--- config.mk ---
export PLATFORM = sky130hd
export DESIGN_NAME = cartridge_mapper_with_tone_generator_top
export DESIGN_NICKNAME = d
export VERILOG_FILES = /design/src/design/cmtg_pkg.sv /design/src/design/cmtg_mapper.sv /design/src/design/cmtg_sound.sv /design/src/design/cartridge_mapper_with_tone_generator_top.sv
export VERILOG_INCLUDE_DIRS = /design/src /design/src/design
export SDC_FILE = /design/constraint.sdc
export NUM_CORES = 1
export LEC_CHECK = 0
export ABC_AREA = 1
export BUFFER_PORTS_ARGS = -buffer_cell sky130_fd_sc_hd__clkbuf_2
export CAP_MARGIN = 25
export CELL_PAD_IN_SITES_DETAIL_PLACEMENT = 1
export CELL_PAD_IN_SITES_GLOBAL_PLACEMENT = 2
export CORE_MARGIN = 5
export CORE_UTILIZATION = 40
export DETAILED_ROUTE_END_ITERATION = 6
export GPL_TIMING_DRIVEN = 0
export PLACE_DENSITY_LB_ADDON = 0.1
export SYNTH_ARGS = -nofsm -noshare
export SYNTH_HDL_FRONTEND = slang
export SYNTH_SLANG_ARGS = --single-unit
export TNS_END_PERCENT = 30
--- constraint.sdc ---
create_clock -name clk -period 11.01 [get_ports clk]
set_clock_uncertainty 0.1 [all_clocks]
set_input_delay 1.6515 -clock clk [delete_from_list [all_inputs] [get_ports clk]]
set_output_delay 1.6515 -clock clk [all_outputs]
set_load 0.1 [all_outputs]
--- src/design/cartridge_mapper_with_tone_generator_top_defines.svh ---
// Assertion macros used by the top-level design file.
`ifndef CARTRIDGE_MAPPER_WITH_TONE_GENERATOR_TOP_DEFINES_SVH
`define CARTRIDGE_MAPPER_WITH_TONE_GENERATOR_TOP_DEFINES_SVH

// Consequent must hold in the same cycle as the antecedent.
`define CMTG_ASSERT_SAME(label, clk, rst, ante, cons, msg) \
  label: assert property (@(posedge clk) disable iff (rst) (ante) |-> (cons)) \
    else $error(msg);

// Consequent must hold in the cycle after the antecedent.
`define CMTG_ASSERT_NEXT(label, clk, rst, ante, cons, msg) \
  label: assert property (@(posedge clk) disable iff (rst) (ante) |=> (cons)) \
    else $error(msg);

`endif

--- src/design/cmtg_pkg.sv ---
`default_nettype none

package cmtg_pkg;

  // Bus item kinds.
  localparam logic [1:0] ACT_TICK  = 2'd0;
  localparam logic [1:0] ACT_READ  = 2'd1;
  localparam logic [1:0] ACT_WRITE = 2'd2;
  localparam logic [1:0] ACT_PPU   = 2'd3;

  // Result targets.
  localparam logic [2:0] TGT_OPEN = 3'd0;
  localparam logic [2:0] TGT_ROM  = 3'd1;
  localparam logic [2:0] TGT_RAM  = 3'd2;
  localparam logic [2:0] TGT_CHR  = 3'd3;
  localparam logic [2:0] TGT_NT   = 3'd4;
  localparam logic [2:0] TGT_NONE = 3'd5;

  // Register ports on the CPU bus.
  localparam logic [15:0] ADDR_BANK_SEL   = 16'h8000;
  localparam logic [15:0] ADDR_BANK_DATA  = 16'ha000;
  localparam logic [15:0] ADDR_SOUND_SEL  = 16'hc000;
  localparam logic [15:0] ADDR_SOUND_DATA = 16'he000;

  // 8 KB CPU windows, by address bits 15..13.
  localparam logic [2:0] WIN_RAM   = 3'd3;
  localparam logic [2:0] WIN_PRG0  = 3'd4;
  localparam logic [2:0] WIN_PRG1  = 3'd5;
  localparam logic [2:0] WIN_PRG2  = 3'd6;
  localparam logic [7:0] FIXED_BANK = 8'h3f;

  // Indexed bank registers above the CHR and PRG banks.
  localparam logic [3:0] REG_MIRROR   = 4'd12;
  localparam logic [3:0] REG_IRQ_CTRL = 4'd13;
  localparam logic [3:0] REG_IRQ_LO   = 4'd14;
  localparam logic [3:0] REG_IRQ_HI   = 4'd15;

  // Mirroring modes.
  localparam logic [1:0] MIR_VERT   = 2'd0;
  localparam logic [1:0] MIR_HORZ   = 2'd1;
  localparam logic [1:0] MIR_SCR_LO = 2'd2;

  // Indexed sound registers.
  localparam logic [3:0] SND_PERIOD_LAST = 4'd5;
  localparam logic [3:0] SND_OFF         = 4'd7;
  localparam logic [3:0] SND_VOL_FIRST   = 4'd8;
  localparam logic [3:0] SND_VOL_LAST    = 4'd10;

  localparam int unsigned NUM_TONES = 3;

  typedef struct packed {
    logic [1:0]  action;
    logic [15:0] address;
    logic [7:0]  write_data;
  } item_t;

  // Level to amplitude: 8192 / 2^((15-n)/2), truncated.
  function automatic logic [13:0] atten(input logic [3:0] level);
    logic [13:0] amp;
    case (level)
      4'd0:    amp = 14'd45;
      4'd1:    amp = 14'd64;
      4'd2:    amp = 14'd90;
      4'd3:    amp = 14'd128;
      4'd4:    amp = 14'd181;
      4'd5:    amp = 14'd256;
      4'd6:    amp = 14'd362;
      4'd7:    amp = 14'd512;
      4'd8:    amp = 14'd724;
      4'd9:    amp = 14'd1024;
      4'd10:   amp = 14'd1448;
      4'd11:   amp = 14'd2048;
      4'd12:   amp = 14'd2896;
      4'd13:   amp = 14'd4096;
      4'd14:   amp = 14'd5792;
      default: amp = 14'd8192;
    endcase
    return amp;
  endfunction

endpackage

`default_nettype wire

--- src/design/cmtg_mapper.sv ---
`default_nettype none

module cmtg_mapper
  import cmtg_pkg::*;
(
  input  wire logic        clk,
  input  wire logic        rst,
  input  wire logic        op_valid,
  input  wire item_t       item,
  output logic [2:0]       target,
  output logic [18:0]      mapped_address,
  output logic             irq_next
);

  logic [3:0]  bank_select, bank_select_next;
  logic [7:0]  prg_bank [4];
  logic [7:0]  prg_bank_next [4];
  logic [7:0]  chr_bank [8];
  logic [7:0]  chr_bank_next [8];
  logic [1:0]  mirroring, mirroring_next;
  logic        irq_enabled, irq_enabled_next;
  logic        irq_counting, irq_counting_next;
  logic [15:0] irq_count, irq_count_next;
  logic        irq_level, irq_level_next;

  logic [15:0] irq_count_dec;
  logic [2:0]  win;
  logic [7:0]  bank;

  assign irq_count_dec = irq_count - 16'd1;
  assign win           = item.address[15:13];

  always_comb begin
    case (win)
      WIN_RAM:  bank = prg_bank[0];
      WIN_PRG0: bank = prg_bank[1];
      WIN_PRG1: bank = prg_bank[2];
      WIN_PRG2: bank = prg_bank[3];
      default:  bank = FIXED_BANK;
    endcase
  end

  always_comb begin
    bank_select_next  = bank_select;
    prg_bank_next     = prg_bank;
    chr_bank_next     = chr_bank;
    mirroring_next    = mirroring;
    irq_enabled_next  = irq_enabled;
    irq_counting_next = irq_counting;
    irq_count_next    = irq_count;
    irq_level_next    = irq_level;
    target            = TGT_NONE;
    mapped_address    = '0;

    case (item.action)
      ACT_TICK: begin
        if (irq_counting) begin
          irq_count_next = irq_count_dec;
          if (irq_count_dec == 16'hffff) irq_level_next = irq_enabled;
        end
      end
      ACT_READ: begin
        // Windows below the RAM window are open bus.
        if (win < WIN_RAM) begin
          target = TGT_OPEN;
        end else if (bank[6]) begin
          if (bank[7]) begin
            target         = TGT_RAM;
            mapped_address = {6'd0, item.address[12:0]};
          end else begin
            target = TGT_OPEN;
          end
        end else begin
          target         = TGT_ROM;
          mapped_address = {bank[5:0], item.address[12:0]};
        end
      end
      ACT_WRITE: begin
        if (win == WIN_RAM) begin
          target         = TGT_RAM;
          mapped_address = {6'd0, item.address[12:0]};
        end
        if (item.address == ADDR_BANK_SEL) bank_select_next = item.write_data[3:0];
        if (item.address == ADDR_BANK_DATA) begin
          if (!bank_select[3]) begin
            chr_bank_next[bank_select[2:0]] = item.write_data;
          end else begin
            case (bank_select)
              REG_MIRROR: mirroring_next = item.write_data[1:0];
              REG_IRQ_CTRL: begin
                irq_enabled_next  = item.write_data[7];
                irq_counting_next = item.write_data[0];
                if (!item.write_data[7]) irq_level_next = 1'b0;
              end
              REG_IRQ_LO: irq_count_next = {irq_count[15:8], item.write_data};
              REG_IRQ_HI: irq_count_next = {item.write_data, irq_count[7:0]};
              default:    prg_bank_next[bank_select[1:0]] = item.write_data;
            endcase
          end
        end
      end
      default: begin
        if (item.address[13]) begin
          target = TGT_NT;
          case (mirroring)
            MIR_VERT:   mapped_address = {8'd0, item.address[10:0]};
            MIR_HORZ:   mapped_address = {8'd0, item.address[11], item.address[9:0]};
            MIR_SCR_LO: mapped_address = {9'd0, item.address[9:0]};
            default:    mapped_address = {8'd0, 1'b1, item.address[9:0]};
          endcase
        end else begin
          target         = TGT_CHR;
          mapped_address = {1'b0, chr_bank[item.address[12:10]], item.address[9:0]};
        end
      end
    endcase
  end

  assign irq_next = irq_level_next;

  always_ff @(posedge clk) begin
    if (rst) begin
      bank_select  <= '0;
      prg_bank     <= '{default: '0};
      chr_bank     <= '{default: '0};
      mirroring    <= '0;
      irq_enabled  <= 1'b0;
      irq_counting <= 1'b0;
      irq_count    <= '0;
      irq_level    <= 1'b0;
    end else if (op_valid) begin
      bank_select  <= bank_select_next;
      prg_bank     <= prg_bank_next;
      chr_bank     <= chr_bank_next;
      mirroring    <= mirroring_next;
      irq_enabled  <= irq_enabled_next;
      irq_counting <= irq_counting_next;
      irq_count    <= irq_count_next;
      irq_level    <= irq_level_next;
    end
  end

endmodule

`default_nettype wire

--- src/design/cmtg_sound.sv ---
`default_nettype none

module cmtg_sound
  import cmtg_pkg::*;
(
  input  wire logic         clk,
  input  wire logic         rst,
  input  wire logic         op_valid,
  input  wire item_t        item,
  output logic signed [15:0] audio_next
);

  logic [3:0]  sound_select, sound_select_next;
  logic [11:0] period [NUM_TONES];
  logic [11:0] period_next [NUM_TONES];
  logic        tone_off [NUM_TONES];
  logic        tone_off_next [NUM_TONES];
  logic [3:0]  volume [NUM_TONES];
  logic [3:0]  volume_next [NUM_TONES];
  logic [15:0] countdown [NUM_TONES];
  logic [15:0] countdown_next [NUM_TONES];
  logic        phase [NUM_TONES];
  logic        phase_next [NUM_TONES];
  logic [3:0]  level [NUM_TONES];
  logic [3:0]  level_next [NUM_TONES];

  logic        is_tick;
  logic        snd_write;
  logic [14:0] sum;

  assign is_tick   = (item.action == ACT_TICK);
  assign snd_write = (item.action == ACT_WRITE) && (item.address == ADDR_SOUND_DATA);

  // Channel clocking on a tick.
  always_comb begin
    logic [15:0] dec;
    for (int c = 0; c < NUM_TONES; c++) begin
      dec               = countdown[c] - 16'd1;
      countdown_next[c] = countdown[c];
      phase_next[c]     = phase[c];
      level_next[c]     = level[c];
      if (is_tick) begin
        countdown_next[c] = dec;
        if (dec == 16'd0) begin
          // A zero period reloads zero, so the next toggle is a full wrap away.
          countdown_next[c] = {period[c], 4'd0};
          phase_next[c]     = !phase[c];
        end
        level_next[c] = (phase_next[c] && !tone_off[c]) ? volume[c] : 4'd0;
      end
    end
  end

  // Register writes.
  always_comb begin
    sound_select_next = sound_select;
    period_next       = period;
    tone_off_next     = tone_off;
    volume_next       = volume;
    if ((item.action == ACT_WRITE) && (item.address == ADDR_SOUND_SEL)) begin
      sound_select_next = item.write_data[3:0];
    end
    if (snd_write) begin
      case (sound_select)
        SND_OFF: begin
          for (int c = 0; c < NUM_TONES; c++) tone_off_next[c] = item.write_data[c];
        end
        default: begin
          if (sound_select <= SND_PERIOD_LAST) begin
            if (sound_select[0]) begin
              period_next[sound_select[2:1]] =
                {item.write_data[3:0], period[sound_select[2:1]][7:0]};
            end else begin
              period_next[sound_select[2:1]] =
                {period[sound_select[2:1]][11:8], item.write_data};
            end
          end else if ((sound_select >= SND_VOL_FIRST) && (sound_select <= SND_VOL_LAST)) begin
            volume_next[sound_select[1:0]] = item.write_data[3:0];
          end
        end
      endcase
    end
  end

  assign sum = 15'({1'b0, atten(level_next[0])}) + 15'({1'b0, atten(level_next[1])})
             + 15'({1'b0, atten(level_next[2])});
  assign audio_next = 16'd0 - {1'b0, sum};

  always_ff @(posedge clk) begin
    if (rst) begin
      sound_select <= '0;
      period       <= '{default: 12'd1};
      tone_off     <= '{default: 1'b1};
      volume       <= '{default: '0};
      countdown    <= '{default: '0};
      phase        <= '{default: 1'b0};
      level        <= '{default: '0};
    end else if (op_valid) begin
      sound_select <= sound_select_next;
      period       <= period_next;
      tone_off     <= tone_off_next;
      volume       <= volume_next;
      countdown    <= countdown_next;
      phase        <= phase_next;
      level        <= level_next;
    end
  end

endmodule

`default_nettype wire

--- src/design/cartridge_mapper_with_tone_generator_top.sv ---
// Bank mapper with IRQ down-counter and three square tone channels. Every input
// beat (tick, CPU read, CPU write or PPU access) yields exactly one output beat
// carrying the target memory, the translated address, the IRQ line level and the
// audio sample after that beat. The block takes one beat per clock while the output
// is not stalled; a beat passes through the input register and then the result
// register, and the mapper and tone state is updated in the cycle an item moves
// from the input register to the result register. Output backpressure stalls the
// input register, which then drops s_axis_tready.
`default_nettype none
`include "cartridge_mapper_with_tone_generator_top_defines.svh"

module cartridge_mapper_with_tone_generator_top
  import cmtg_pkg::*;
(
  input  wire logic        clk,
  input  wire logic        rst,
  input  wire logic        s_axis_tvalid,
  output logic             s_axis_tready,
  input  wire logic [23:0] s_axis_tdata,  // address[15:0], write_data[23:16]
  input  wire logic [1:0]  s_axis_tuser,  // action[1:0]
  output logic             m_axis_tvalid,
  input  wire logic        m_axis_tready,
  output logic [39:0]      m_axis_tdata,  // mapped_address[18:0], irq_out[19],
                                          // audio_sample[35:20], zero[39:36]
  output logic [2:0]       m_axis_tuser   // target[2:0]
);

  logic        in_valid;
  item_t       in_item;
  logic        out_valid;
  logic        out_free;
  logic        op_valid;

  logic [2:0]        target;
  logic [18:0]       mapped_address;
  logic              irq_next;
  logic signed [15:0] audio_next;

  logic [2:0]        out_target;
  logic [18:0]       out_address;
  logic              out_irq;
  logic signed [15:0] out_audio;

  assign out_free      = !out_valid || m_axis_tready;
  assign op_valid      = in_valid && out_free;
  assign s_axis_tready = !in_valid || out_free;

  always_ff @(posedge clk) begin
    if (rst) begin
      in_valid <= 1'b0;
    end else if (s_axis_tready) begin
      in_valid <= s_axis_tvalid;
    end
  end

  always_ff @(posedge clk) begin
    if (s_axis_tready && s_axis_tvalid) begin
      in_item.action     <= s_axis_tuser;
      in_item.address    <= s_axis_tdata[15:0];
      in_item.write_data <= s_axis_tdata[23:16];
    end
  end

  cmtg_mapper u_mapper (
    .clk            (clk),
    .rst            (rst),
    .op_valid       (op_valid),
    .item           (in_item),
    .target         (target),
    .mapped_address (mapped_address),
    .irq_next       (irq_next)
  );

  cmtg_sound u_sound (
    .clk        (clk),
    .rst        (rst),
    .op_valid   (op_valid),
    .item       (in_item),
    .audio_next (audio_next)
  );

  always_ff @(posedge clk) begin
    if (rst) begin
      out_valid <= 1'b0;
    end else if (out_free) begin
      out_valid <= in_valid;
    end
  end

  always_ff @(posedge clk) begin
    if (op_valid) begin
      out_target  <= target;
      out_address <= mapped_address;
      out_irq     <= irq_next;
      out_audio   <= audio_next;
    end
  end

  assign m_axis_tvalid = out_valid;
  assign m_axis_tuser  = out_target;
  assign m_axis_tdata  = {4'd0, out_audio, out_irq, out_address};

  `CMTG_ASSERT_NEXT(a_in_held, clk, rst, in_valid && !out_free, in_valid,
    "stalled input item was dropped")
  `CMTG_ASSERT_NEXT(a_result_follows, clk, rst, op_valid, out_valid,
    "processed item produced no result")
  `CMTG_ASSERT_SAME(a_idle_addr_zero, clk, rst,
    out_valid && (out_target == TGT_OPEN || out_target == TGT_NONE),
    out_address == 19'd0, "open bus or no target with nonzero address")
  `CMTG_ASSERT_SAME(a_audio_nonpos, clk, rst, out_valid,
    out_audio[15] || (out_audio == 16'sd0), "audio sample is positive")

endmodule

`default_nettype wire

==> flow_summary_export.csv, run 1 <==
group,metric,value,unit
drt,dr.pass1.iters,4,
sta,rsz0062_at_grt,"false",
logic_synthesis,synth-seq-cells,306,
floorplanning,io_pins,75,
worst_setup_path,cpMostUsedCell,"nand2_1",
cts,cts_tree,"done",
logic_synthesis,netlist.area_leader.share,28.5,%
global_route,grt_max_degree,48,
sta,slew_headroom,34.5,%
global_route,grt_pass1_wl,90.7,mm
cts,cts_buffer_depth,3,
sta,fin_crit_sh,56.1,%
global_route,grt_overflow,0,
power_and_ir_drop,p_switching,1.04,mW
drt,post_drt_wl_per_cell,19.6,µm
drt,via_per_inst,5.36,
power_and_ir_drop,clkPwrFrac,39.2,%
logic_synthesis,synth_area_leaders,"dfxtp_1, edfxtp_1, nand2_1",
cts,cts.sinks,306,
logic_synthesis,synth_common_cells,"nand2_1, nor2_1, dfxtp_1, inv_1, o21ai_0",
power_and_ir_drop,pwr-share-seq,38.6,%
worst_setup_path,rrSetupSlack,4.83,ns
logic_synthesis,netlist.top_cell.by_area,"dfxtp_1",
worst_setup_path,path_max_fanout,5,
placed_design,place_area,0.0180,mm²
power_and_ir_drop,switching_share,33.1,%
logic_synthesis,synth-seq-area-share,40.1,%
cts,cts-root-buf,"clkbuf_16",
sta,tns,0,ns
cells_and_area,synthToLayoutAreaGrowth,13.4,%
cts,clk_pin_slew,0.06,ns
sta,hold_viol,0,
cells_and_area,final_net_count,2454,
worst_setup_path,startpoint_type,"register",
cts,numCtsBuffers,37,
cells_and_area,final_cell_area,0.0192,mm²
logic_synthesis,yosysWarningCount,0,
worst_setup_path,crit_start,"u_sound.countdown[32]$_SDFFE_PP0P_",
worst_setup_path,crit_slowest_cell,"fa_1",
power_and_ir_drop,max-vdd-ir-drop,0.000162,V
drt,wirelength,57.6,mm
worst_hold_path,hold_class,"reg -> reg",
logic_synthesis,synth_edf_count,65,
worst_setup_path,r2r.worst_path.cells,33,
global_route,grt_pass1_vias,16243,
logic_synthesis,synth_most_common_cell,"nand2_1",
placed_design,hpwl,43.4,mm
cells_and_area,n_antenna_cell,0,
logic_synthesis,async_flop_share,0,%
global_route,grtUsageTotal,24.2,%
drt,vias,15759,
power_and_ir_drop,p_leak,8.08,nW
logic_synthesis,synth_top_flop_cell,"dfxtp_1",
floorplanning,core_area,0.0419,mm²
floorplanning,rows,75,
power_and_ir_drop,p_int,2.10,mW
power_and_ir_drop,design_power_total,3.14,mW
floorplanning,die_x,216,µm
worst_setup_path,arrival,6.39,ns
worst_setup_path,r2r-end,"out_audio[14]$_DFFE_PP_",
worst_setup_path,rr_startpoint,"u_sound.countdown[32]$_SDFFE_PP0P_",
floorplanning,start_util,40.4,%
cts,hold_buffers,0,
global_route,grt_antenna_before_repair,0,
placed_design,gp_congestion,0.895,
logic_synthesis,synth_area,0.0169,mm²
floorplanning,die-area,0.0465,mm²
cts,clk_latency,0.57,ns
drt,drc_errors,0,
worst_setup_path,crit_path_end_kind,"register",
placed_design,port_buffers,70,
job,max-cap-violations,0,
worst_setup_path,required,11.22,ns
cts,cts-resized-gates,0,
sta,tightest_slew,0.983,ns
sta,drv_slew,0,
sta,fmax,162,MHz
power_and_ir_drop,combPwrFrac,22.2,%
cts,post-cts-setup-buffers,0,
cells_and_area,drive_gt1_share,11.7,%
drt,drt-initial-drc-count,942,
worst_setup_path,max_stage_delay,0.44,ns
status,outcome,"completed",
cts,cts.htree.levels,2,
floorplanning,dieHeight,216,µm
worst_setup_path,critPathCapture,"out_audio[14]$_DFFE_PP_",
worst_setup_path,worstSetupPathType,"reg -> reg",
sta,fin_crit,6.18,ns
logic_synthesis,postSynthAreaPerCell,7.48,µm²
logic_synthesis,synthesis.instances,2263,
sta,setup_violations,0,
cells_and_area,utilization,45.8,%
power_and_ir_drop,p_per_area,164,mW/mm²
drt,ant_nets,0,
logic_synthesis,synthDistinctLibCells,66,
[flip-flops by register name, summed over array words and instances (netlist names), 2 cells and up]
| name | count |
|---|---|
| in_item | 26 |
| m_axis_tuser | 3 |
| out_address | 19 |
| out_audio | 16 |
| u_mapper.bank_select | 4 |
| u_mapper.chr_bank | 64 |
| u_mapper.irq_count | 16 |
| u_mapper.mirroring | 2 |
| u_mapper.prg_bank | 32 |
| u_sound.countdown | 48 |
| u_sound.level | 12 |
| u_sound.period | 36 |
| u_sound.phase | 3 |
| u_sound.sound_select | 4 |
| u_sound.tone_off | 3 |
| u_sound.volume | 12 |
[routing by layer]
layer  share of wire (%)  global-route usage [%]  up-vias
met5                   0                       0        -
met3                 4.2                    4.05       97
li1                    -                       -     7779
met2                  46                    39.5      268
met1                  47                    32.9     7615
met4                 3.0                    7.79        0
[power groups by stage]
stage / sequential (mW) / clock, mW / combinational, mW
floorplan: 1.35 / 0 / 0.423
global placement: 1.24 / 0 / 0.685
detailed placement: 1.24 / 0 / 0.699
CTS: 1.21 / 1.26 / 0.703
global route: 1.22 / 1.30 / 0.768
finish: 1.21 / 1.23 / 0.697
[final cells by class]
class | instances | area, µm²
timing repair buffer | 71 | 378
clock buffer | 51 | 1050
fill | 5255 | 22700
buffer | 105 | 473
clock inverter | 13 | 143
inverter | 266 | 1000
multi-input combinational | 1589 | 8680
sequential | 306 | 6780
tap | 539 | 674
[worst max-delay path, delay by kind of cell (launching register included)]
family	cells	cell delay, ns
flip-flops	1	0.34
buffers and inverters	4	0.42
AO/OA/AOI/OAI	7	1.49
adder cells (fa/ha/maj)	4	1.24
XOR/XNOR	1	0.31
AND/OR/NAND/NOR	17	1.99
[cell families (layout without fill, tap and decap cells)]
group	after synthesis	after routing	share of synthesized area, %
AOI/OAI and AO/OA	577	577	19.8
xor gates and xnor gates	46	46	2.38
adders and majority gates	48	48	4.22
buffers and inverters	371	506	8.71
DFF	306	306	40.1
other	1	4	0.0222
and+or+nand+nor	914	914	24.9
[cell usage in the layout, fill, tap and decap left out, types with 6 or more instances in the layout]
| cell type | instances |
|---|---|
| nor2_1 | 264 |
| o31ai_1 | 8 |
| buf_4 | 6 |
| inv_2 | 20 |
| inv_1 | 241 |
| nand3b_1 | 13 |
| nand3_2 | 7 |
| clkbuf_8 | 7 |
| o311ai_0 | 14 |
| o221ai_1 | 7 |
| clkinv_2 | 6 |
| a31oi_1 | 15 |
| nand3_1 | 80 |
| o211ai_1 | 16 |
| dfxtp_1 | 241 |
| buf_2 | 15 |
| clkbuf_16 | 37 |
| fa_1 | 15 |
| o21ai_0 | 201 |
| nand2_1 | 416 |
| o22ai_1 | 22 |
| ha_1 | 33 |
| clkbuf_2 | 70 |
| nand4_1 | 23 |
| clkbuf_1 | 80 |
| a22o_1 | 7 |
| nor2_4 | 18 |
| nand2_2 | 26 |
| a211oi_1 | 47 |
| nor2_2 | 21 |
| o21ai_1 | 23 |
| a21oi_1 | 191 |
| xnor2_1 | 13 |
| xor2_1 | 33 |
| edfxtp_1 | 65 |
| nor3_1 | 14 |
[how the worst min path moves through the flow]
stage / from / endpoint / slack, ns / depth (start not counted)
finish: u_sound.volume[10]$_SDFFE_PP0P_ / u_sound.volume[10]$_SDFFE_PP0P_ / 0.36 / 2
floorplan: u_sound.volume[11]$_SDFFE_PP0P_ / u_sound.volume[11]$_SDFFE_PP0P_ / 0.32 / 2
CTS: u_sound.volume[9]$_SDFFE_PP0P_ / u_sound.volume[9]$_SDFFE_PP0P_ / 0.36 / 2
global route: u_sound.volume[8]$_SDFFE_PP0P_ / u_sound.volume[8]$_SDFFE_PP0P_ / 0.39 / 2
global placement: u_sound.volume[11]$_SDFFE_PP0P_ / u_sound.volume[11]$_SDFFE_PP0P_ / 0.34 / 2
detailed placement: u_sound.volume[10]$_SDFFE_PP0P_ / u_sound.volume[10]$_SDFFE_PP0P_ / 0.35 / 2
[metrics by stage]
step	cells	hold WS (ns)	setup WS, ns
after floorplan	2266	0.324	5.92
after global placement	2875	0.341	4.98
after detailed placement	2876	0.351	4.84
after CTS	2940	0.359	4.78
after global routing	2940	0.386	4.22
final	2940	0.358	4.83
Power figures use the tool's default switching activity.
==> run 2: changes to the inputs <==
CORE_UTILIZATION = 37   (was 40)
clock period = 5.9 ns   (was 11.01 ns; I/O delays follow)
==> run 2 against run 1 <==
  * First-iteration DRC count decreased by 8.7%
  * Largest power group unchanged
  * Clock power grew 86%
  * Utilization fell by 2.6 points
  * Sequential cell count stayed put
  * Sequential share of layout area decreased by 0.73 points
  * Power is 89% higher
  * Fmax up 11%
==> flow_summary_export.csv, run 2 (synthesis results as in run 1) <==
group,metric,value,unit
cells_and_area,largest-register,"u_mapper.chr_bank",
power_and_ir_drop,p_int,3.93,mW
cells_and_area,synthToLayoutAreaGrowth,15.8,%
cells_and_area,n_antenna_cell,0,
drt,vias,15905,
worst_setup_path,path_max_fanout,4,
drt,drc_errors,0,
sta,fin_crit_sh,94.1,%
worst_setup_path,max_stage_delay,0.45,ns
cts,cts_buffer_depth,3,
job,max-cap-violations,0,
worst_setup_path,startpoint_type,"register",
sta,setup_violations,0,
sta,fin_crit,5.55,ns
placed_design,gp_congestion,0.880,
power_and_ir_drop,max-vdd-ir-drop,0.000232,V
status,outcome,"completed",
global_route,grt_pass1_vias,16109,
placed_design,placedCellCount,2938,
drt,dr.pass1.iters,5,
global_route,grt_max_degree,36,
drt,drt-initial-drc-count,860,
power_and_ir_drop,p_per_area,303,mW/mm²
cells_and_area,largestRegisters,"u_mapper.chr_bank (64), u_sound.countdown (48), u_sound.period (36)",
floorplanning,die-area,0.0501,mm²
cts,clk_pin_slew,0.06,ns
global_route,use_met1,32.2,%
cts,cts.htree.levels,2,
sta,slew_headroom,34.7,%
sta,fmax,180,MHz
floorplanning,io_pins,75,
global_route,grt_util_met3,3.00,%
cells_and_area,mostFrequentLayoutCells,"nand2_1, nor2_1, dfxtp_1, inv_1, o21ai_0",
worst_setup_path,required,6.10,ns
cells_and_area,instances_no_fill,3019,
worst_setup_path,cpMostUsedCell,"nand2_1",
cts,cts_tree,"done",
sta,drv_slew,0,
worst_setup_path,arrival,5.75,ns
cells_and_area,final_common_cell,"nand2_1",
floorplanning,die_x,224,µm
cts,hold_buffers,0,
power_and_ir_drop,p_switching,2.00,mW
drt,post_drt_wl_per_cell,19.5,µm
power_and_ir_drop,pwr-share-seq,38.3,%
global_route,grt_pass1_wl,91.8,mm
global_route,grt_util_met2,38.2,%
power_and_ir_drop,design_power_total,5.93,mW
power_and_ir_drop,p_leak,8.20,nW
cells_and_area,largest_register_ffs,64,
global_route,grtUsageTotal,22.9,%
drt,via_per_inst,5.27,
drt,ant_nets,0,
cts,cts-root-buf,"clkbuf_16",
placed_design,hpwl,44.6,mm
worst_setup_path,crit_slowest_cell,"fa_1",
global_route,busiest_layer,"met2",
power_and_ir_drop,switching_share,33.7,%
cells_and_area,final_net_count,2467,
global_route,grt_antenna_before_repair,0,
floorplanning,rows,78,
worst_hold_path,hold_class,"reg -> reg",
worst_setup_path,worstSetupPathType,"reg -> reg",
drt,wirelength,58.7,mm
cells_and_area,drive_gt1_share,13.8,%
sta,hold_viol,0,
placed_design,port_buffers,70,
worst_setup_path,crit_path_end_kind,"register",
cts,cts.sinks,306,
floorplanning,core_area,0.0453,mm²
floorplanning,dieHeight,224,µm
power_and_ir_drop,combPwrFrac,23.0,%
cts,numCtsBuffers,38,
cts,clk_latency,0.58,ns
global_route,grt_overflow,0,
sta,tightest_slew,0.979,ns
floorplanning,start_util,37.4,%
power_and_ir_drop,clkPwrFrac,38.7,%
## run 2: cell types whose count changed in the layout (fill, tap and decap cells not counted), sizes merged
cell and change:
buf +12, bufinv -1, clkbuf +1, clkinv +6
## run 2: critical path: cells and delay by family (launching register included)
family	cells	cell delay [ns]
simple gates	18	2.68
fa+ha+maj	4	1.19
xor+xnor	2	0.45
flops	1	0.35
buf+inv	3	0.29
compound gates	1	0.21
## run 2: layout make-up
| class | count | area, µm² |
|---|---|---|
| Fill cell | 5665 | 25700 |
| Multi-Input combinational cell | 1589 | 8910 |
| Sequential cell | 306 | 6780 |
| Clock buffer | 52 | 1060 |
| Inverter | 266 | 1000 |
| Tap cell | 600 | 751 |
| Timing Repair Buffer | 83 | 480 |
| Buffer | 105 | 473 |
| Clock inverter | 18 | 138 |
## run 2: path summary, 6_finish.rpt
path | slack (ns) | startpoint | depth (start not counted) | endpoint
worst max-delay path | 0.35 | u_sound.countdown[36]$_SDFFE_PP0P_ | 28 | out_audio[12]$_DFFE_PP_
worst max register to register | 0.35 | u_sound.countdown[36]$_SDFFE_PP0P_ | 28 | out_audio[12]$_DFFE_PP_
worst min register to register | 0.35 | u_sound.volume[8]$_SDFFE_PP0P_ | 2 | u_sound.volume[8]$_SDFFE_PP0P_
worst min-delay path | 0.35 | u_sound.volume[8]$_SDFFE_PP0P_ | 2 | u_sound.volume[8]$_SDFFE_PP0P_
## run 2: power groups by stage
| stage | sequential [mW] | combinational, mW | clock [mW] |
|---|---|---|---|
| floorplan | 2.51 | 0.790 | 0 |
| global placement | 2.31 | 1.29 | 0 |
| detailed placement | 2.31 | 1.30 | 0 |
| CTS | 2.27 | 1.33 | 2.35 |
| global route | 2.28 | 1.50 | 2.44 |
| finish | 2.27 | 1.36 | 2.29 |
## run 2: metal layers
metal | wire [µm] | share of wire, % | vias to the layer above
met3 | 2080 | 3.5 | 65
met5 | 0 | 0 | -
met4 | 992 | 1.7 | 0
met2 | 27400 | 47 | 232
met1 | 28300 | 48 | 7798
li1 | - | - | 7810
## run 2: metrics by stage
stage | setup TNS (ns) | instance area (µm²) | utilization, % | hold WS, ns | setup WS (ns)
2_1_floorplan | 0 | 16900 | - | 0.324 | 0.811
3_3_place_gp | -0.505 | 18000 | 39.8 | 0.340 | -0.201
4_1_cts | 0 | 19300 | 42.7 | 0.348 | 0.0102
6_report | 0 | 19600 | 43.3 | 0.349 | 0.350
5_1_grt | -0.0471 | 19600 | 43.3 | 0.356 | -0.0314
3_5_place_dp | -0.650 | 18100 | 39.9 | 0.340 | -0.216
## run 2: timing repair
action | 4_1_cts | 5_1_grt
hold endpoints to repair | 0 | 0
setup buffers | 1 | 10
pin swaps | 1 | 15
resized for setup | 9 | 49
endpoints found under the setup margin | 5 | 6
gates cloned | 0 | 0
==> run 3: changes to the inputs <==
CORE_UTILIZATION = 38   (was 37)
CTS_BUF_LIST = sky130_fd_sc_hd__clkbuf_8   (was default)
==> run 3 against run 2 <==
  * Die area is 2.5% lower
  * Count of clock-buffer cells in the layout up 18
  * Critical path depth increased by 5
  * Clock power is 3% lower
  * Sequential power about the same
  * Via count grew 1.8%
  * Worst setup slack worse by 0.031 ns
  * Fmax is 0.56% lower
  * Wire length is 1.8% higher
  * Critical endpoint is now out_audio[15]$_DFFE_PP_
==> flow_summary_export.csv, run 3 (synthesis results as in run 1) <==
group,metric,value,unit
floorplanning,rows,77,
placed_design,gp_congestion,0.880,
worst_setup_path,startpoint_type,"register",
floorplanning,io_pins,75,
sta,fmax,179,MHz
sta,tightest_slew,0.971,ns
placed_design,placedCellCount,2930,
drt,dr.pass1.iters,5,
placed_design,place_area,0.0181,mm²
cells_and_area,mostFrequentLayoutCells,"nand2_1, inv_1, nor2_1, dfxtp_1, o21ai_0",
cells_and_area,n_antenna_cell,0,
cts,cts_tree,"done",
worst_setup_path,worstSetupPathType,"reg -> reg",
floorplanning,dieHeight,221,µm
worst_setup_path,arrival,5.88,ns
cts,cts.htree.levels,2,
worst_setup_path,crit_path_end_kind,"register",
floorplanning,die-area,0.0488,mm²
global_route,grtUsageTotal,23.5,%
cells_and_area,instances_no_fill,3052,
power_and_ir_drop,p_leak,8.34,nW
cts,clk_latency,0.69,ns
cts,cts.sinks,306,
worst_setup_path,required,6.20,ns
floorplanning,start_util,38.3,%
global_route,grt_antenna_before_repair,1,
power_and_ir_drop,max-vdd-ir-drop,0.000217,V
drt,drt-initial-drc-count,922,
cts,cts-root-buf,"clkbuf_8",
floorplanning,die_x,221,µm
cts,hold_buffers,0,
cells_and_area,drive_gt1_share,15.4,%
sta,fin_crit_sh,94.6,%
sta,slew_headroom,35.2,%
global_route,grt_max_degree,35,
placed_design,port_buffers,70,
drt,vias,16186,
sta,setup_violations,0,
cells_and_area,final_common_cell,"nand2_1",
worst_setup_path,crit_slowest_cell,"fa_1",
drt,ant_nets,0,
power_and_ir_drop,p_per_area,300,mW/mm²
sta,fin_crit,5.58,ns
drt,wirelength,59.8,mm
cts,cts_buffer_depth,3,
worst_setup_path,path_max_fanout,5,
cells_and_area,largest_register_ffs,64,
worst_setup_path,max_stage_delay,0.61,ns
global_route,grt_overflow,0,
drt,post_drt_wl_per_cell,19.6,µm
placed_design,hpwl,44.7,mm
cells_and_area,fill_cells,5571,
status,outcome,"completed",
cells_and_area,synthToLayoutAreaGrowth,16.4,%
cells_and_area,largestRegisters,"u_mapper.chr_bank (64), u_sound.countdown (48), u_sound.period (36)",
cts,clk_pin_slew,0.06,ns
worst_setup_path,cpMostUsedCell,"nand2_1",
drt,via_per_inst,5.30,
sta,setup_ws,0.319,ns
sta,tns,0,ns
placed_design,dp_slack,-0.329,ns
drt,drc_errors,0,
cts,numCtsBuffers,56,
sta,hold_viol,0,
worst_hold_path,hold_class,"in -> reg",
global_route,grt_pass1_vias,16482,
floorplanning,core_area,0.0441,mm²
job,max-cap-violations,0,
cells_and_area,final_cell_area,0.0197,mm²
cells_and_area,final_net_count,2493,
global_route,grt_pass1_wl,93.4,mm
cells_and_area,largest-register,"u_mapper.chr_bank",
sta,drv_slew,0,
run 3: cell types whose count changed in the layout (fill, tap and decap cells not counted), sizes merged:
cell	before	now
clkbuf	196	215
inv	265	284
buf	44	50
clkinv	17	12
bufinv	1	3
run 3: final cells by class:
| type | instances | area, µm² | area share, % |
|---|---|---|---|
| buffer | 105 | 474 | 2.41 |
| tap | 592 | 741 | 3.76 |
| clock inverter | 33 | 238 | 1.21 |
| timing repair inverter | 1 | 5.00 | 0.0254 |
| timing repair buffer | 90 | 533 | 2.71 |
| sequential | 306 | 6780 | 34.4 |
| clock buffer | 70 | 963 | 4.89 |
| multi-input combinational | 1589 | 8950 | 45.5 |
| inverter | 266 | 1000 | 5.09 |
run 3: path summary, 6_finish.rpt:
check	cells past startpoint	slack, ns	end	start
max	33	0.32	out_audio[15]$_DFFE_PP_	u_sound.countdown[32]$_SDFFE_PP0P_
min	1	0.27	in_item[21]$_DFFE_PP_	s_axis_tdata[13]
max reg2reg	33	0.32	out_audio[15]$_DFFE_PP_	u_sound.countdown[32]$_SDFFE_PP0P_
min reg2reg	2	0.35	u_sound.volume[11]$_SDFFE_PP0P_	u_sound.volume[11]$_SDFFE_PP0P_
run 3: worst max-delay path: cells and delay by family (launching register included):
family | cells | cell delay (ns)
AOI/OAI and AO/OA | 1 | 0.21
adders and majority gates | 5 | 1.59
buffers and inverters | 5 | 0.50
DFF | 1 | 0.35
and+or+nand+nor | 22 | 2.55
run 3: layer usage:
layer / track usage [%] / share of wire (%) / up-vias
met5: 0 / 0 / -
met3: 2.89 / 3.6 / 75
met4: 6.12 / 2.1 / 0
met1: 32.6 / 47 / 7994
met2: 39.1 / 47 / 241
li1: - / - / 7876
run 3: what timing repair did:
item                                    CTS  global route
buffers inserted                          3            15
endpoints found under the setup margin    6             7
resized for setup                         8            68
cloned                                    0             1
pin swaps                                 2            20
run 3: power breakdown:
group | switching, mW | total, mW | internal [mW]
Combinational | 1.01 | 1.44 | 0.428
Clock | 1.00 | 2.21 | 1.21
Sequential | 0.0425 | 2.27 | 2.23
Total | 2.05 | 5.91 | 3.86
run 3: stage by stage:
step	hold WS (ns)	util [%]	power [mW]
4_1_cts	0.222	43.8	5.87
3_3_place_gp	0.340	40.8	3.60
6_report	0.271	44.6	5.91
3_5_place_dp	0.345	41.0	3.63
5_1_grt	0.237	44.6	6.20
2_1_floorplan	0.324	-	3.30
